==> config.mk <==
export PLATFORM = sky130hd
export DESIGN_NAME = shift_reduce_expression_recognizer_top_flat
export DESIGN_NICKNAME = d
export VERILOG_FILES = /design/src/sre_pkg.sv /design/src/sre_if.sv /design/src/shift_reduce_expression_recognizer_top.sv /design/src/sre_stack_ram.sv /design/src/sre_ctrl.sv /design/src/flat_wrapper.sv
export SDC_FILE = /design/constraint.sdc
export NUM_CORES = 1
export LEC_CHECK = 0
export BUFFER_PORTS_ARGS = -buffer_cell sky130_fd_sc_hd__buf_2
export CORE_UTILIZATION = 47
export DETAILED_ROUTE_END_ITERATION = 7
export PLACE_DENSITY_LB_ADDON = 0.08
export SETUP_SLACK_MARGIN = 0.3
export SLEW_MARGIN = 10
export SYNTH_ARGS = -nofsm -noshare
export SYNTH_HDL_FRONTEND = slang
export SYNTH_SLANG_ARGS = --single-unit
==> constraint.sdc <==
create_clock -name clk_i -period 5.2 [get_ports clk_i]
set_input_delay 0 -clock clk_i [delete_from_list [all_inputs] [get_ports clk_i]]
set_output_delay 0 -clock clk_i [all_outputs]
set_load 0.02 [all_outputs]
==> src/sre_pkg.sv <==
// shared types, constants and the character classifier for the expression recognizer
// used by the stack ram, the controller and the top level
// no dependencies
package sre_pkg;

  // symbol stack geometry
  localparam int unsigned STACK_DEPTH = 128;
  localparam int unsigned AW          = $clog2(STACK_DEPTH);
  localparam int unsigned CW          = $clog2(STACK_DEPTH + 1);

  typedef logic [AW-1:0] addr_t;
  typedef logic [CW-1:0] count_t;

  // ascii codes of the grammar characters
  localparam logic [7:0] CH_S     = 8'h53;
  localparam logic [7:0] CH_I     = 8'h69;
  localparam logic [7:0] CH_PLUS  = 8'h2b;
  localparam logic [7:0] CH_MINUS = 8'h2d;
  localparam logic [7:0] CH_OPEN  = 8'h28;
  localparam logic [7:0] CH_CLOSE = 8'h29;

  // symbol classes held on the stack
  typedef enum logic [2:0] {
    CL_OTHER = 3'd0,
    CL_S     = 3'd1,
    CL_I     = 3'd2,
    CL_PLUS  = 3'd3,
    CL_MINUS = 3'd4,
    CL_OPEN  = 3'd5,
    CL_CLOSE = 3'd6
  } cls_e;

  // stack ram access: one write, two reads per cycle
  typedef struct packed {
    logic  we;
    addr_t waddr;
    cls_e  wdata;
    addr_t raddr0;
    addr_t raddr1;
  } ram_req_t;

  typedef struct packed {
    cls_e rdata0;
    cls_e rdata1;
  } ram_rsp_t;

  // one result item
  typedef struct packed {
    logic [7:0] depth;
    logic [1:0] reductions;
    logic       done_res;
    logic       accepted;
    logic       overflow;
  } res_t;

  function automatic cls_e classify(input logic [7:0] ch);
    cls_e cls;
    case (ch)
      CH_S:     cls = CL_S;
      CH_I:     cls = CL_I;
      CH_PLUS:  cls = CL_PLUS;
      CH_MINUS: cls = CL_MINUS;
      CH_OPEN:  cls = CL_OPEN;
      CH_CLOSE: cls = CL_CLOSE;
      default:  cls = CL_OTHER;
    endcase
    return cls;
  endfunction

endpackage

==> src/sre_if.sv <==
// valid/ready channel interfaces for the expression recognizer
// sre_in_if carries characters, sre_out_if carries result items; no dependencies
interface sre_in_if;
  logic       valid;
  logic       ready;
  logic [7:0] symbol;
  logic       last;

  modport source (output valid, output symbol, output last, input ready);
  modport sink   (input valid, input symbol, input last, output ready);
endinterface

interface sre_out_if;
  logic       valid;
  logic       ready;
  logic [7:0] depth;
  logic [1:0] reductions;
  logic       done_res;
  logic       accepted;
  logic       overflow;

  modport source (output valid, output depth, output reductions, output done_res,
                  output accepted, output overflow, input ready);
  modport sink   (input valid, input depth, input reductions, input done_res,
                  input accepted, input overflow, output ready);
endinterface

==> src/shift_reduce_expression_recognizer_top.sv <==
// Expression recognizer for the grammar S -> S+S | S-S | (S) | i.
//
// in_i takes one ascii character per item with a last flag; out_o gives one
// result item per character: stack depth, reductions done for it, and on the
// last character the verdict (accepted) and the sticky overflow flag.
// Both channels are valid/ready; an item moves when valid and ready are high.
//
// Each character passes through the accept and push step, one reduction check
// per reduction plus a final one (at most two reductions, so at most three checks)
// and a fetch step after each three-symbol reduction to refill the two entries
// below the new top from the stack ram. Its result is loaded into the output
// register once no rule applies and the register is free; one item is in flight at a time.
// A finished result sits in the output register; the next character is
// accepted while it waits. If the receiver stalls, the following result is
// held in the sequencer until the output register frees up.
// Reset clears the stack count, the overflow flag and both channels; the stack
// ram needs no clearing since only entries below the count are ever used.
// Depends on sre_pkg, sre_if, sre_stack_ram and sre_ctrl.
module shift_reduce_expression_recognizer_top (
  input  logic   clk_i,
  input  logic   rst_ni,
  sre_in_if.sink    in_i,
  sre_out_if.source out_o
);

  sre_pkg::ram_req_t ram_req;
  sre_pkg::ram_rsp_t ram_rsp;
  sre_pkg::res_t     res;
  logic              res_load;
  logic              out_free;
  logic              out_valid_q;
  sre_pkg::res_t     out_res_q;

  sre_stack_ram u_ram (
    .clk_i (clk_i),
    .req_i (ram_req),
    .rsp_o (ram_rsp)
  );

  sre_ctrl u_ctrl (
    .clk_i      (clk_i),
    .rst_ni     (rst_ni),
    .in_i       (in_i),
    .ram_req_o  (ram_req),
    .ram_rsp_i  (ram_rsp),
    .out_free_i (out_free),
    .res_load_o (res_load),
    .res_o      (res)
  );

  // output register
  assign out_free = !out_valid_q || out_o.ready;

  always_ff @(posedge clk_i or negedge rst_ni) begin
    if (!rst_ni) begin
      out_valid_q <= 1'b0;
    end else if (res_load) begin
      out_valid_q <= 1'b1;
    end else if (out_o.ready) begin
      out_valid_q <= 1'b0;
    end
  end

  always_ff @(posedge clk_i) begin
    if (res_load) begin
      out_res_q <= res;
    end
  end

  assign out_o.valid      = out_valid_q;
  assign out_o.depth      = out_res_q.depth;
  assign out_o.reductions = out_res_q.reductions;
  assign out_o.done_res   = out_res_q.done_res;
  assign out_o.accepted   = out_res_q.accepted;
  assign out_o.overflow   = out_res_q.overflow;

endmodule

==> src/sre_stack_ram.sv <==
// symbol stack storage: one write port, two registered read ports
// depends on sre_pkg for geometry and the request/response structs
module sre_stack_ram (
  input  logic              clk_i,
  input  sre_pkg::ram_req_t req_i,
  output sre_pkg::ram_rsp_t rsp_o
);

  sre_pkg::cls_e mem_q [sre_pkg::STACK_DEPTH];

  // write port
  always_ff @(posedge clk_i) begin
    if (req_i.we) begin
      mem_q[req_i.waddr] <= req_i.wdata;
    end
  end

  // read ports, registered
  always_ff @(posedge clk_i) begin
    rsp_o.rdata0 <= mem_q[req_i.raddr0];
    rsp_o.rdata1 <= mem_q[req_i.raddr1];
  end

endmodule

==> src/sre_ctrl.sv <==
// shift/reduce sequencer: pushes each class while there is room, reduces at the top, builds the result
// keeps the top three entries in registers and refills them from sre_stack_ram
// depends on sre_pkg and sre_in_if
module sre_ctrl (
  input  logic              clk_i,
  input  logic              rst_ni,
  sre_in_if.sink            in_i,
  output sre_pkg::ram_req_t ram_req_o,
  input  sre_pkg::ram_rsp_t ram_rsp_i,
  input  logic              out_free_i,
  output logic              res_load_o,
  output sre_pkg::res_t     res_o
);

  typedef enum logic [1:0] {
    ST_IDLE,
    ST_REDUCE,
    ST_FETCH
  } state_e;

  state_e           state_q;
  sre_pkg::count_t  count_q;
  logic             ovf_q;
  logic             last_q;
  logic [1:0]       red_q;
  sre_pkg::cls_e    top_q [3];

  logic          in_acc;
  sre_pkg::cls_e in_cls;
  logic          has_room;
  logic          triple_red;
  logic          i_red;
  logic [1:0]    red_inc;

  assign in_i.ready = (state_q == ST_IDLE);
  assign in_acc     = in_i.valid && in_i.ready;
  assign in_cls     = sre_pkg::classify(in_i.symbol);
  assign has_room   = (count_q < sre_pkg::CW'(sre_pkg::STACK_DEPTH));
  assign red_inc    = (red_q == 2'd3) ? red_q : red_q + 2'd1;

  // reduction rules on the cached top of stack
  assign triple_red = (count_q >= sre_pkg::CW'(3)) && (
      (top_q[2] == sre_pkg::CL_S && top_q[1] == sre_pkg::CL_PLUS && top_q[0] == sre_pkg::CL_S) ||
      (top_q[2] == sre_pkg::CL_S && top_q[1] == sre_pkg::CL_MINUS && top_q[0] == sre_pkg::CL_S) ||
      (top_q[2] == sre_pkg::CL_OPEN && top_q[1] == sre_pkg::CL_S &&
       top_q[0] == sre_pkg::CL_CLOSE));
  assign i_red = (count_q >= sre_pkg::CW'(1)) && (top_q[0] == sre_pkg::CL_I);

  // stack ram requests
  always_comb begin
    ram_req_o.we     = 1'b0;
    ram_req_o.waddr  = count_q[sre_pkg::AW-1:0];
    ram_req_o.wdata  = in_cls;
    ram_req_o.raddr0 = sre_pkg::AW'(count_q - sre_pkg::CW'(4));
    ram_req_o.raddr1 = sre_pkg::AW'(count_q - sre_pkg::CW'(5));
    case (state_q)
      ST_IDLE: begin
        ram_req_o.we = in_acc && has_room;
      end
      ST_REDUCE: begin
        ram_req_o.wdata = sre_pkg::CL_S;
        if (triple_red) begin
          ram_req_o.we    = 1'b1;
          ram_req_o.waddr = sre_pkg::AW'(count_q - sre_pkg::CW'(3));
        end else if (i_red) begin
          ram_req_o.we    = 1'b1;
          ram_req_o.waddr = sre_pkg::AW'(count_q - sre_pkg::CW'(1));
        end
      end
      default: ;
    endcase
  end

  // result item, taken when no rule applies and the output register is free
  assign res_load_o       = (state_q == ST_REDUCE) && !triple_red && !i_red && out_free_i;
  assign res_o.depth      = 8'(count_q);
  assign res_o.reductions = red_q;
  assign res_o.done_res   = last_q;
  assign res_o.overflow   = ovf_q;
  assign res_o.accepted   = last_q && !ovf_q && (count_q == sre_pkg::CW'(1)) &&
                            (top_q[0] == sre_pkg::CL_S);

  // sequencer state, count, sticky flag
  always_ff @(posedge clk_i or negedge rst_ni) begin
    if (!rst_ni) begin
      state_q <= ST_IDLE;
      count_q <= '0;
      ovf_q   <= 1'b0;
      last_q  <= 1'b0;
      red_q   <= '0;
    end else begin
      case (state_q)
        ST_IDLE: begin
          if (in_acc) begin
            last_q  <= in_i.last;
            red_q   <= '0;
            state_q <= ST_REDUCE;
            if (has_room) begin
              count_q <= count_q + sre_pkg::CW'(1);
            end else begin
              ovf_q <= 1'b1;
            end
          end
        end
        ST_REDUCE: begin
          if (triple_red) begin
            count_q <= count_q - sre_pkg::CW'(2);
            red_q   <= red_inc;
            state_q <= ST_FETCH;
          end else if (i_red) begin
            red_q <= red_inc;
          end else if (out_free_i) begin
            if (last_q) begin
              count_q <= '0;
              ovf_q   <= 1'b0;
            end
            state_q <= ST_IDLE;
          end
        end
        ST_FETCH: begin
          state_q <= ST_REDUCE;
        end
        default: state_q <= ST_IDLE;
      endcase
    end
  end

  // top-of-stack cache
  always_ff @(posedge clk_i) begin
    case (state_q)
      ST_IDLE: begin
        if (in_acc && has_room) begin
          top_q[2] <= top_q[1];
          top_q[1] <= top_q[0];
          top_q[0] <= in_cls;
        end
      end
      ST_REDUCE: begin
        if (triple_red || i_red) begin
          top_q[0] <= sre_pkg::CL_S;
        end
      end
      ST_FETCH: begin
        top_q[1] <= ram_rsp_i.rdata0;
        top_q[2] <= ram_rsp_i.rdata1;
      end
      default: ;
    endcase
  end

  // the stack never grows past its depth
  assert property (@(posedge clk_i) disable iff (!rst_ni)
    count_q <= sre_pkg::CW'(sre_pkg::STACK_DEPTH))
    else $error("stack count beyond depth");

  // an irreducible stack allows at most two reductions per item
  assert property (@(posedge clk_i) disable iff (!rst_ni)
    red_q != 2'd3)
    else $error("more than two reductions for one item");

  // a three-symbol reduction pops two entries and refills the cache
  assert property (@(posedge clk_i) disable iff (!rst_ni)
    (state_q == ST_REDUCE && triple_red) |=>
      (state_q == ST_FETCH && count_q == $past(count_q) - sre_pkg::CW'(2)))
    else $error("bad pop on three-symbol reduction");

  // an accepted verdict only on the last item of an unoverflowed string
  assert property (@(posedge clk_i) disable iff (!rst_ni)
    (res_load_o && res_o.accepted) |-> (last_q && !ovf_q && count_q == sre_pkg::CW'(1)))
    else $error("accept without single symbol");

endmodule
==> src/flat_wrapper.sv <==
// flat-port wrapper written by rule: the top's interface ports become plain ports
module shift_reduce_expression_recognizer_top_flat 
  (clk_i, rst_ni, in_i_valid, in_i_symbol, in_i_last, in_i_ready, out_o_valid, out_o_depth, out_o_reductions, out_o_done_res, out_o_accepted, out_o_overflow, out_o_ready);
  sre_in_if in_i_i ();
  sre_out_if out_o_i ();
  input  logic clk_i;
  input  logic rst_ni;
  input wire logic [$bits(in_i_i.valid)-1:0] in_i_valid;
  input wire logic [$bits(in_i_i.symbol)-1:0] in_i_symbol;
  input wire logic [$bits(in_i_i.last)-1:0] in_i_last;
  output wire logic [$bits(in_i_i.ready)-1:0] in_i_ready;
  output wire logic [$bits(out_o_i.valid)-1:0] out_o_valid;
  output wire logic [$bits(out_o_i.depth)-1:0] out_o_depth;
  output wire logic [$bits(out_o_i.reductions)-1:0] out_o_reductions;
  output wire logic [$bits(out_o_i.done_res)-1:0] out_o_done_res;
  output wire logic [$bits(out_o_i.accepted)-1:0] out_o_accepted;
  output wire logic [$bits(out_o_i.overflow)-1:0] out_o_overflow;
  input wire logic [$bits(out_o_i.ready)-1:0] out_o_ready;
  assign in_i_i.valid = in_i_valid;
  assign in_i_i.symbol = in_i_symbol;
  assign in_i_i.last = in_i_last;
  assign in_i_ready = in_i_i.ready;
  assign out_o_valid = out_o_i.valid;
  assign out_o_depth = out_o_i.depth;
  assign out_o_reductions = out_o_i.reductions;
  assign out_o_done_res = out_o_i.done_res;
  assign out_o_accepted = out_o_i.accepted;
  assign out_o_overflow = out_o_i.overflow;
  assign out_o_i.ready = out_o_ready;
  shift_reduce_expression_recognizer_top u_core (.clk_i(clk_i), .rst_ni(rst_ni), .in_i(in_i_i), .out_o(out_o_i));
endmodule
==> flow_summary.toml, run 1 <==
[sta]
relSlewSlack = 0.246
fin_crit_ns = 4.51
finalSetupViolCount = 0
finalHoldViolations = 0
tightest_slew_ns = 1.13
fin_tns_setup_ns = 0
timing.final.crit_share = 0.867
hold_ws_ns = 0.0961
rsz0062_at_grt = "no"
fin_skew_ns = 0.0129
finalMaxSlewViolations = 0
max_freq_ghz = 0.222

[place]
dp_cells = 1909
dpl.hpwl_um = 37700
port-buffer-count = 27
place.gp.congestion = 0.872

[outcome]
run_status = "finished, final reports clean"

[floorplanning]
io_pins = 28
start_util = 0.480
die_y_um = 215
rows = 77
design.die.area_um2 = 46400
core_um2 = 44600
fp.dieW_um = 215

[layout]
diodes = 0
final_cell_mix = "edfxtp_1 (406), mux4_2 (204), nor2_1 (152)"
final_common_cell = "edfxtp_1"
syn_to_final_growth_pct = 10.9
layout.cells.non_filler = 2004
drive_gt1_frac = 0.276
final_nets = 1400

[synthesis]
synthFlopType = "edfxtp_1"
syn_avg_cell_area_um2 = 15.8
ys_seq_area_frac = 0.593
syn-num-nets = 1379
syn-cell-area_um2 = 21400
synth_enable_flop_cells = 406
synth_cell_type_count = 79
ys_ff_latch = 427
syn_inst = 1354
synth-async-reset-ratio = 0.0351
yosys_warnings = 0

[grt]
grt-ovfl-total = 0
grt_pass1_vias = 12900
grt_max_degree = 129
grt_usage = 0.256
grt_pass1_wl_um = 86900
antenna_found_initial = 0

[setup_path]
crit_type = "register to register"
crit_end = "u_core.u_ram.mem_q[54][0]$_DFFE_PP_"
regToRegEndpoint = "u_core.u_ram.mem_q[54][0]$_DFFE_PP_"
crit_fanout = 17
r2r_setup_slack_ns = 0.69
cpMostUsedCell = "buf_4"
cp-start-kind = "register"
crit_start = "u_core.u_ctrl.count_q[3]$_DFFE_PN0P_"
cp.arrival_ns = 4.75
r2r-start = "u_core.u_ctrl.count_q[3]$_DFFE_PN0P_"
slowest_delay_ns = 0.58
slowest_stage = "or4b_4"
r2r_cells = 11
path_cells = "buf_4, inv_1, ha_1, or4b_4, or2_1, o21ai_4, a21oi_2, xnor2_2, nand3_2, buf_4, nor2_1"
critical_path_required_ns = 5.44
end_kind = "register"

[clocking]
cts_tree = "done"
root_buffer = "clkbuf_16"
htreeDepth = 2
clock_sinks = 427
clock_latency_ns = 0.58
clk_pin_slew_ns = 0.06
numCtsBuffers = 47
cts_max_path_buffers = 3

[drt]
detail_route.wl_per_cell_um = 28.9
vias_per_cell = 6.49
detail-route-antenna-nets = 0
drt-total-wl_um = 58000
num_vias = 13000
drt_iter0_markers = 1435
first_pass_iters = 5
remaining_drc_errors = 0

[power]
vdd_drop_max_mv = 0.521
total_power_mw = 13.4
power_density_nw_per_um2 = 566
p_leak_nw = 7.70

[worst_hold_path]
worstHoldPathType = "primary input to register"
worstHoldStart = "in_i_symbol[1]"

[run]
cap_violations = 0
per-stage QoR:
stage,util,setup slack [ns],area [µm²]
after global routing,0.532,0.514,23800
after CTS,0.532,0.724,23800
final,0.532,0.689,23800
after detailed placement,0.497,0.750,22200
after global placement,0.497,0.919,22200
after floorplan,-,0.701,21400
worst max-delay path, delay by kind of cell, from the launching register on:
kind | cells | cell delay (ns)
AOI/OAI and AO/OA | 2 | 0.46
xor gates and xnor gates | 1 | 0.43
adders and majority gates | 1 | 0.48
buffers and inverters | 3 | 0.76
DFF | 1 | 0.35
and+or+nand+nor | 4 | 1.67
power by group:
group          switching (mW)  total (mW)  leakage, nW  internal [mW]
Sequential              0.149        4.26         4.18           4.11
Combinational            3.58        5.91         2.78           2.33
Clock                    1.35        3.27        0.738           1.92
logic make-up after synthesis:
group | Yosys count | share of synthesized area
adders and majority gates | 12 | 0.00701
AOI/OAI and AO/OA | 126 | 0.0436
xor gates and xnor gates | 13 | 0.00847
muxes | 216 | 0.221
and+or+nand+nor | 459 | 0.105
DFF | 427 | 0.593
buffers and inverters | 101 | 0.0224
layout make-up:
class                           count  area (µm²)
Clock buffer                       61        1270
Clock inverter                     25         235
Fill cell                        3610       20900
Inverter                           10        37.5
Multi-Input combinational cell    826        8330
Sequential cell                   427       12700
Tap cell                          592         741
Timing Repair Buffer               63         440
what timing repair did:
item,in CTS,in global routing
resized for setup,0,0
hold buffers,9,0
hold endpoints to repair,24,0
buffers inserted,0,0
cell usage after synthesis (all sizes together), types with 4 or more instances:
| master | n | share of area |
|---|---|---|
| edfxtp | 406 | 0.57 |
| mux4 | 204 | 0.21 |
| nor2 | 154 | 0.027 |
| nand2 | 136 | 0.024 |
| nand3 | 80 | 0.026 |
| clkbuf | 48 | 0.0084 |
| buf | 43 | 0.012 |
| a21oi | 27 | 0.0074 |
| nand4 | 27 | 0.0079 |
| a31oi | 18 | 0.0053 |
| dfrtp | 15 | 0.018 |
| o21ai | 15 | 0.0040 |
| nand2b | 13 | 0.0038 |
| ha | 12 | 0.0070 |
| a211oi | 10 | 0.0035 |
| inv | 10 | 0.0018 |
| o22ai | 10 | 0.0029 |
| nor3 | 9 | 0.0029 |
| o22a | 9 | 0.0037 |
| xnor2 | 8 | 0.0056 |
| a21o | 7 | 0.0025 |
| a221oi | 7 | 0.0037 |
| mux2 | 7 | 0.0037 |
| dfxtp | 6 | 0.0056 |
| and2 | 5 | 0.0015 |
| mux2i | 5 | 0.0023 |
| nor2b | 5 | 0.0015 |
| or2 | 5 | 0.0015 |
| xor2 | 5 | 0.0029 |
| nor4 | 4 | 0.0015 |
routing by layer:
metal  track usage  vias up  share of wire  routed length, µm
li1              -     5530              -                  -
met1         0.362     6834           0.42              24400
met2         0.405      554           0.48              27700
met3        0.0495       97          0.072               4170
met4        0.0794        0          0.030               1750
met5             0        -              0                  0
how the worst min path moves through the flow:
| stage | cells past startpoint | slack (ns) | to |
|---|---|---|---|
| global route | 4 | 0.11 | u_core.u_ctrl.top_q[0][0]$_SDFFCE_PP1P_ |
| floorplan | 0 | -0.30 | u_core.out_o.valid$_DFFE_PN0P_ |
| CTS | 4 | 0.06 | u_core.u_ctrl.top_q[0][0]$_SDFFCE_PP1P_ |
| detailed placement | 1 | -0.06 | u_core.out_o.valid$_DFFE_PN0P_ |
| finish | 4 | 0.1 | u_core.u_ctrl.top_q[0][0]$_SDFFCE_PP1P_ |
| global placement | 1 | -0.06 | u_core.u_ctrl.last_q$_DFFE_PN0P_ |
state kept, by name, summed over array words and instances, names as in the netlist:
register / flops
u_core.u_ram.mem_q: 384
u_core.u_ctrl.top_q: 9
u_core.out_o.depth: 8
u_core.u_ctrl.count_q: 8
u_core.u_ram.rsp_o: 6
u_core.out_o.reductions: 2
u_core.u_ctrl.red_q: 2
u_core.u_ctrl.state_q: 2
u_core.out_o.accepted: 1
u_core.out_o.done_res: 1
u_core.out_o.overflow: 1
u_core.out_o.valid: 1
u_core.u_ctrl.last_q: 1
u_core.u_ctrl.ovf_q: 1
Power figures use the tool's default switching activity.
==> run 2, diff against run 1 <==
clock period = 3.8 ns   (was 5.2 ns; I/O delays follow)
==> run 2 against run 1 <==
Compared with the run above:
- final cell count up 2.5%
- hold slack worse by 0.072 ns
- global-route usage is essentially flat
- clock skew increased by 0.0090 ns
- power is 42% higher
- register-to-register slack got worse by 0.25 ns
- critical endpoint is now u_core.u_ram.mem_q[91][2]$_DFFE_PP_
- largest power group unchanged
==> flow_summary.toml, run 2 (synthesis gave the netlist of run 1 again) <==
[place]
port-buffer-count = 27
dpl.hpwl_um = 38800
place.gp.congestion = 0.916

[power]
power_density_nw_per_um2 = 762
p_leak_nw = 8.08
vdd_drop_max_mv = 0.701

[drt]
detail_route.wl_per_cell_um = 28.7
remaining_drc_errors = 0
vias_per_cell = 6.49
detail-route-antenna-nets = 0
first_pass_iters = 5
drt_iter0_markers = 1277
num_vias = 13300
drt-total-wl_um = 59000

[run]
cap_violations = 0

[outcome]
run_status = "finished, final reports clean"

[clocking]
clock_sinks = 427
root_buffer = "clkbuf_16"
cts_max_path_buffers = 3
clk_pin_slew_ns = 0.06
numCtsBuffers = 47
clock_latency_ns = 0.58
htreeDepth = 2
cts_tree = "done"

[sta]
finalHoldViolations = 0
relSlewSlack = 0.418
rsz0062_at_grt = "yes"
tightest_slew_ns = 0.870
finalSetupViolCount = 0
max_freq_ghz = 0.297
finalMaxSlewViolations = 0
fin_skew_ns = 0.0220
fin_crit_ns = 3.37
timing.final.crit_share = 0.886
hold_ws_ns = 0.0237

[layout]
final.fill_count = 3483
diodes = 0
final_nets = 1453
drive_gt1_frac = 0.366
utilization = 0.560
largest_reg_flops = 384
syn_to_final_growth_pct = 16.7
final_common_cell = "edfxtp_1"
reg.largest.list = "u_core.u_ram.mem_q: 384 flops, u_core.u_ctrl.top_q: 9 flops"
final_cell_mix = "edfxtp_1 (406), mux4_2 (204), nand2_1 (133)"
regMostFlops = "u_core.u_ram.mem_q"

[setup_path]
crit_fanout = 9
path_buf_inv = 4
slowest_stage = "or4b_4"
cp.arrival_ns = 3.62
path_delay_family = "simple AND/OR/NAND/NOR gates"
cp-start-kind = "register"
end_kind = "register"
path_cells = "inv_2, ha_1, or4b_4, o41ai_4, buf_4, a21oi_4, buf_4, a21oi_4, nand3_2, buf_4, nor2_1"
cpMostUsedCell = "buf_4"
r2r_setup_slack_ns = 0.43
crit_type = "register to register"
slowest_delay_ns = 0.53
critical_path_required_ns = 4.06

[grt]
met3_usage = 0.0483
grt_max_degree = 100
use_met2 = 0.407
grt-ovfl-total = 0
antenna_found_initial = 1
grt_pass1_vias = 13200
grt_use_met1 = 0.357
grt_pass1_wl_um = 87500
grt_usage = 0.257
grt_busiest_layer = "met2"

[floorplanning]
start_util = 0.480
fp.dieW_um = 215
rows = 77
io_pins = 28
die_y_um = 215
design.die.area_um2 = 46400
core_um2 = 44600

[worst_hold_path]
worstHoldPathType = "primary input to register"
[run 2: changes by cell type in the layout (fill, tap and decap cells not counted), moves of 3 or more]
cell,before,now
nand3_2,20,4
buf_4,26,52
a21oi_4,1,4
clkinv_2,9,5
xnor2_4,1,4
xnor2_2,5,2
nor2_1,152,63
nand3_4,4,20
buf_12,1,28
nor2_2,0,72
nor2_4,2,19
[run 2: power breakdown]
| group | switching (mW) | internal (mW) |
|---|---|---|
| clock network | 1.84 | 2.65 |
| logic | 5.21 | 3.57 |
| registers | 0.164 | 5.61 |
| total | 7.21 | 11.8 |
[run 2: stage by stage]
stage	instance area [µm²]	power, mW	cells	worst slack (ns)	TNS [ns]
after floorplan	21400	11.6	1354	-0.699	-178.89
after global placement	22400	14.3	1932	0.146	0
after detailed placement	22400	14.2	1932	0.0593	0
after CTS	24300	18.9	2034	0.202	0
after global routing	25000	19.9	2055	0.269	0
final	25000	19.0	2055	0.434	0
[run 2: cell type report]
cell class              instances  area (µm²)  share of cell area
well taps                     592         741              0.0297
multi-input cells             826        8830               0.353
repair buffers                116        1180              0.0471
inverters                      10        37.5             0.00150
flip-flops and latches        427       12700               0.508
clock buffers                  58        1240              0.0496
clock inverters                26         268              0.0107
[run 2: per-layer routing]
metal	vias to the layer above	routed length [µm]
met2	631	28100
met3	126	4680
met4	2	1810
li1	5652	-
met5	-	18
met1	6934	24400
[run 2: what timing repair did]
item	in CTS	in global routing
gates resized for setup	17	118
pin swaps	2	11
gates cloned	0	0
hold buffers	9	0
setup endpoints to repair	354	385
endpoints found under the hold margin	25	0
setup buffers	9	21
[run 2: worst min-delay path: stages]
cell     delay (ns)
buf_2          0.10
nor4_1         0.06
o21ai_0        0.20
nor2_1         0.08
[run 2: final timing paths]
kind / cells past startpoint / from / to
max reg2reg: 11 / u_core.u_ctrl.count_q[3]$_DFFE_PN0P_ / u_core.u_ram.mem_q[91][2]$_DFFE_PP_
min: 4 / in_i_symbol[7] / u_core.u_ctrl.top_q[0][2]$_SDFFCE_PP0P_
min reg2reg: 0 / u_core.u_ctrl.red_q[1]$_DFFE_PN0P_ / u_core.out_o.reductions[1]$_DFFE_PP_
max in group asynchronous: 3 / rst_ni / u_core.u_ctrl.count_q[0]$_DFFE_PN0P_
max: 11 / u_core.u_ctrl.count_q[3]$_DFFE_PN0P_ / u_core.u_ram.mem_q[91][2]$_DFFE_PP_
min in group asynchronous: 3 / rst_ni / u_core.u_ctrl.red_q[1]$_DFFE_PN0P_
